### config.mk
export PLATFORM = sky130hd
export DESIGN_NAME = sbi_divider
export DESIGN_NICKNAME = d
export VERILOG_FILES = /design/src/hdl/sbi_pkg.sv /design/src/hdl/sbi_divider.sv
export SDC_FILE = /design/constraint.sdc
export NUM_CORES = 1
export LEC_CHECK = 0
export ABC_AREA = 1
export BUFFER_PORTS_ARGS = -buffer_cell sky130_fd_sc_hd__buf_2
export CAP_MARGIN = 0
export CORE_UTILIZATION = 60
export DETAILED_ROUTE_END_ITERATION = 12
export GPL_TIMING_DRIVEN = 0
export PLACE_DENSITY = 0.86
export SLEW_MARGIN = 25
export SYNTH_ARGS = -nofsm -noshare
export SYNTH_HDL_FRONTEND = slang
export SYNTH_SLANG_ARGS = --single-unit
### constraint.sdc
create_clock -name clk -period 9.71 [get_ports clk]
set_input_delay 2.4275 -clock clk [delete_from_list [all_inputs] [get_ports clk]]
set_output_delay 2.4275 -clock clk [all_outputs]
set_load 0.005 [all_outputs]
### src/hdl/sbi_pkg.sv
// shared types and constants for the signed breakpoint interpolator
package sbi_pkg;

  localparam int unsigned DAMPING_POINTS_N_DEF  = 16;
  localparam int unsigned FRICTION_POINTS_N_DEF = 16;
  localparam longint unsigned VEL_SPAN          = 64'd1000000;

  localparam int unsigned IN_TDATA_W  = 104;
  localparam int unsigned IN_TUSER_W  = 2;
  localparam int unsigned OUT_TDATA_W = 32;

  localparam logic KIND_LOAD   = 1'b0;
  localparam logic KIND_LOOKUP = 1'b1;
  localparam logic SEL_DAMPING = 1'b0;

  localparam logic signed [31:0] S32_MAX = 32'sh7fffffff;
  localparam logic signed [31:0] S32_MIN = 32'sh80000000;

  typedef struct packed {
    logic        [30:0] vel;
    logic signed [31:0] val;
  } sbi_entry_t;

endpackage

### src/hdl/sbi_divider.sv
// unsigned restoring divider, 64 by 32 bits, one quotient bit per cycle
`default_nettype none
module sbi_divider (
  input  wire         clk,
  input  wire         rst_n,
  input  wire         start,
  input  wire  [63:0] dividend,
  input  wire  [31:0] divisor,
  output logic        done,
  output logic [63:0] quotient
);
  import sbi_pkg::*;

  logic        busy_r, busy_nxt;
  logic [5:0]  cnt_r, cnt_nxt;
  logic [32:0] rem_r, rem_nxt;
  logic [63:0] dvd_r, dvd_nxt;
  logic [31:0] dsr_r;
  logic        done_r, done_nxt;
  logic [32:0] trial;

  always_comb begin
    busy_nxt = busy_r;
    cnt_nxt  = cnt_r;
    rem_nxt  = rem_r;
    dvd_nxt  = dvd_r;
    done_nxt = 1'b0;
    trial    = {rem_r[31:0], dvd_r[63]};
    if (start) begin
      busy_nxt = 1'b1;
      cnt_nxt  = '0;
      rem_nxt  = '0;
      dvd_nxt  = dividend;
    end else if (busy_r) begin
      if (trial >= {1'b0, dsr_r}) begin
        rem_nxt = trial - {1'b0, dsr_r};
        dvd_nxt = {dvd_r[62:0], 1'b1};
      end else begin
        rem_nxt = trial;
        dvd_nxt = {dvd_r[62:0], 1'b0};
      end
      cnt_nxt = cnt_r + 6'd1;
      if (cnt_r == 6'd63) begin
        busy_nxt = 1'b0;
        done_nxt = 1'b1;
      end
    end
  end

  always_ff @(posedge clk) begin
    if (!rst_n) begin
      busy_r <= 1'b0;
      done_r <= 1'b0;
      cnt_r  <= '0;
    end else begin
      busy_r <= busy_nxt;
      done_r <= done_nxt;
      cnt_r  <= cnt_nxt;
    end
  end

  always_ff @(posedge clk) begin
    rem_r <= rem_nxt;
    dvd_r <= dvd_nxt;
    if (start) dsr_r <= divisor;
  end

  assign done     = done_r;
  assign quotient = dvd_r;
endmodule
`default_nettype wire

==> Word-level counts from Yosys, hierarchy flattened <==
Cells that the tools add are included.
{ "word_totals": {"ff_bits": 136, "in_bits": 99, "output_inout_bits": 65, "wordCells": 23} }
{ "op_classes": {"add_sub_neg": 2, "n_lt_le_gt_ge": 1, "eq_ne": 1, "mux": 8, "n_bitwise": 2, "n_reduce_logical": 3} }
{ "ops": {"columns": ["cell", "count"], "rows": [
  ["$mux W64", 2],
  ["$ge A33 B32 Y1", 1],
  ["$mux W32", 1],
  ["$sub A32 B32 Y32", 1],
  ["$add A6 B1 Y6 const B", 1],
  ["$eq A6 B6 Y1 const B", 1],
  ["$mux W1", 5],
  ["$reduce_or A3 Y1", 1],
  ["$not A1 Y1", 2],
  ["$reduce_bool A2 Y1", 1],
  ["$reduce_or A2 Y1", 1]
]} }

==> Logic depth before layout (Yosys ltp) <==
{ "depth": {"depth_word": 4, "depth_mapped": 16, "mapped_depth_nobuf": 16} }

==> Worst setup path after synthesis <==
Ideal clock, no wire load.
{ "synth_timing": {"kind": "input port to flip-flop", "from": "input port start", "to": "register dvd_r[0] (netlist: quotient[0]), enable pin", "setup_time_ns": 0.454, "arrival_ns": 4.604, "required_ns": 9.256, "path_slack_ns": 4.652, "path_stages": 3, "n_path_buf": 1, "cell_sequence": "nor2_1 inv_2 buf_1"} }
{ "synth_via": {"elab_chain_cells": 1} }
{ "synth_lines": {"columns": ["element", "line_no", "text"], "rows": [
  ["start, declared", "sbi_divider.sv:6", "input wire start,"],
  ["$reduce_bool A2 Y1 (no line)", null, null],
  ["end signal, assigned", "sbi_divider.sv:64", "dvd_r <= dvd_nxt;"],
  ["end, declared", "sbi_divider.sv:17", "logic [63:0] dvd_r, dvd_nxt;"]
]} }
Every way passes these cells.
A chain may end at the register's enable or synchronous reset.

==> Final worst setup path <==
{ "layout_timing": {"from": "input port start", "to": "register dvd_r[24] (netlist: quotient[24]), enable pin"} }
Same word-level chain as after synthesis.

==> summary.md <==
| Metric | Value |
|---|---|
| Status | `finished clean` |
| Setup violators final | `0` |
| Critical path's largest stage delay | `0.63 ns` |
| Die ar. | `0.01391 sq mm` |
| Synthesized net count | `1,236` |
| Clock-pin slew on the worst setup and hold paths | `approximately 0.060 ns` |
| Fin. Hold Viols | `0` |
| Cts hold-fix bufs | `0` |
| Slew Limit Fails | `0` |
| Vias in the first global route | `approximately 7,500` |
| Setup WS pre-CTS | `4.652 ns` |
| Antenna violations before repair | `0` |
| CTS sink count | `136` |
| Post-layout util | `75.52%` |
| First-pass GRT wire length | `36.18 mm` |
| Async S/R FF share, synth | `0%` |
| DR DRC count | `0` |
| Hpwl dp | `around 16 mm` |
| Max frequency | `219.2 MHz` |
| Crit end category | `flip-flop` |
| GRT Total Usage | `between 30% and 40%` |
| Count of cell types in the netlist | `32` |
| Total power | `1.521 mW` |
| Post-CTS Setup Bufs | `0` |
| Pwr dens | `156.4 mW/mm^2` |
| Min cycle time layout | `4.561 ns` |
| 1st-iter DRT viols | `651` |
| Synth Register Bits | `136` |
| RSZ-0062 raised after global routing | `false` |
| Xor/xnor share of the synthesized area | `1.738%` |
| Final WL | `21.98 mm` |
| Share of layout cells above drive strength 1 | `~17%` |
| Slew of the pin with the lowest slew margin | `0.8605 ns` |
| IO buf count | `163` |
| Simple-gate share of the synthesized area | `34.14%` |
| Clock Latency Late Sink | `0.43 ns` |
| Die Width | `117.9 um` |
| Met2 WL | `around 11 mm` |
| Worst clock skew | `0.01081 ns` |
| WP data required | `between 9 and 10 ns` |
| Synth cell count leaders | `nand2_1, inv_1, edfxtp_1, nand3_1, nor2_1` |
| N_diodes | `0` |
| Routed via count | `7,636` |
| Largest family of logic cells by synthesized area | `simple AND/OR/NAND/NOR gates` |
| Max Cap Violations | `0` |
| CTS tree | `yes` |
| Fin Setup TNS | `0 ns` |
| Post-cts sizing count | `0` |
| Area of the mapped netlist | `0.008063 sq mm` |
| Adder-cell share of the synthesized area | `around 5.4%` |
| Metal-1 WL | `8.977 mm` |
| Seq/Total Area, Yosys | `45.69%` |
| Area delta synth->final | `20.61%` |
| Wire per inst | `about 15 um` |
| Worst min path class | `reg2reg` |
| CP max FO | `36` |
| GR Overflow Total | `0` |
| Max IR drop VDD | `0.0001285 V` |
| First-pass DRT Iterations | `5` |
| Post-route ant nets | `0` |
| Maximum number of pins on one net before global-route repair | `37` |
| Complex-gate fraction of the synthesized area | `under 10%` |
| Root Buffer | `clkbuf_16` |
| Count leader, synth | `nand2_1` |
| Post-synth top area share | `35.75%` |
| Highest metal used | `met4` |
| Die H | `117.9 um` |
| Relative slew slack | `~43%` |
| Final cycle utilization of the critical path | `46.98%` |
| WL met3 | `1.719 mm` |
| CP cell instances | `buf_2 -> nor2_1 -> inv_2 -> buf_2 -> buf_12 -> buf_12` |
| Synth Area per Inst | `7.310 sq um` |
| Post-synth EDFFs | `between 90 and 100` |
| CTS Buf Count | `17` |
| Synth Instances | `between 1,000 and 1,500` |
| Crit-path slowest cell | `buf_2` |
| Syn. warnings | `0` |
| Worst Setup Path Type | `in2reg` |
| Final worst slack | `between 5 and 6 ns` |
| Core Region | `0.01288 sq mm` |
| Mux cell area share after synthesis | `0%` |
| Final net count | `between 1,000 and 1,500` |
| Num ports | `164` |
| Most area-hungry cell type in the Yosys netlist | `edfxtp_1` |
| Clk buf depth | `2` |
| Ys flop type | `edfxtp_1` |
| Largest cells by area after synthesis | `edfxtp_1, nand2_1, dfxtp_1` |
| Initial Util | `62.62%` |
| CTS H-tree depth | `4` |
| Setup crit start kind | `input port` |
| Crit path arrival time | `4.68 ns` |
| Via density | `5.188` |
| Row cnt | `41` |
| GP Congestion | `0.9835` |
| P_leak | `5.247 nW` |
==> kinds of logic after synthesis <==
group | Yosys count
adder cells (fa/ha/maj) | 34
AO/OA/AOI/OAI | 47
buffers and inverters | 202
XOR/XNOR | 16
AND/OR/NAND/NOR | 668
flip-flops | 136
==> layout by cell type, fill, tap and decap left out, types with 7 or more instances in the layout <==
master and instances:
xnor2_1 14, nor3_1 7, ha_1 33, clkbuf_1 10, o21ai_1 15, nand3_1 73
dfxtp_1 40, buf_2 172, inv_1 172, edfxtp_1 96, nand2_1 499, nand2_2 7
nand3b_1 23, a21oi_1 22, nor2_1 46, clkbuf_16 17
==> power by group <==
part | leakage [nW] | internal (mW) | total (mW) | switching [mW]
clock network | 0.286 | 0.383 | 0.651 | 0.268
logic | 3.67 | 0.0702 | 0.179 | 0.109
registers | 1.29 | 0.670 | 0.690 | 0.0205
==> sequential cells by signal (all words and copies together) (netlist names) <==
name	flops
done	1
dsr_r	32
quotient	64
rem_r	32
cnt_r	6
busy_r	1
==> path summary, 6_finish.rpt <==
path	startpoint	to	slack, ns	cells after the start
worst max-delay path	start	quotient[24]	5.15	6
worst min-delay path	rem_r[26]	rem_r[26]	0.48	2
worst max register to register	dsr_r[16]	rem_r[17]	7.31	13
worst min register to register	rem_r[26]	rem_r[26]	0.48	2
==> critical path: cells and delay by family <==
family / cells / cell delay [ns]
buffers and inverters: 5 / 1.79
AND/OR/NAND/NOR: 1 / 0.38
==> layer usage <==
metal	vias up	track usage [%]
li1	3808	-
met1	3444	40.07
met2	337	57.35
met3	47	8.043
met4	0	12.66
met5	-	0
==> metrics by stage <==
stage	hold WS, ns	area [sq um]	instances
5_1_grt	0.4914	9724	1472
3_3_place_gp	0.4562	9094	1438
6_report	0.4771	9724	1472
2_1_floorplan	0.4436	8063	1103
3_5_place_dp	0.4650	9135	1440
4_1_cts	0.4745	9724	1472
==> cell type report <==
type	count	area (sq um)
Clock buffer	17	425.4
Multi-Input combinational cell	765	3588
Buffer	28	138.9
Timing Repair Buffer	165	855.8
Clock inverter	15	163.9
Tap cell	172	215.2
Fill cell	971	3152
Sequential cell	136	3684
Inverter	174	653.1
(Power assumes the default switching activity.)
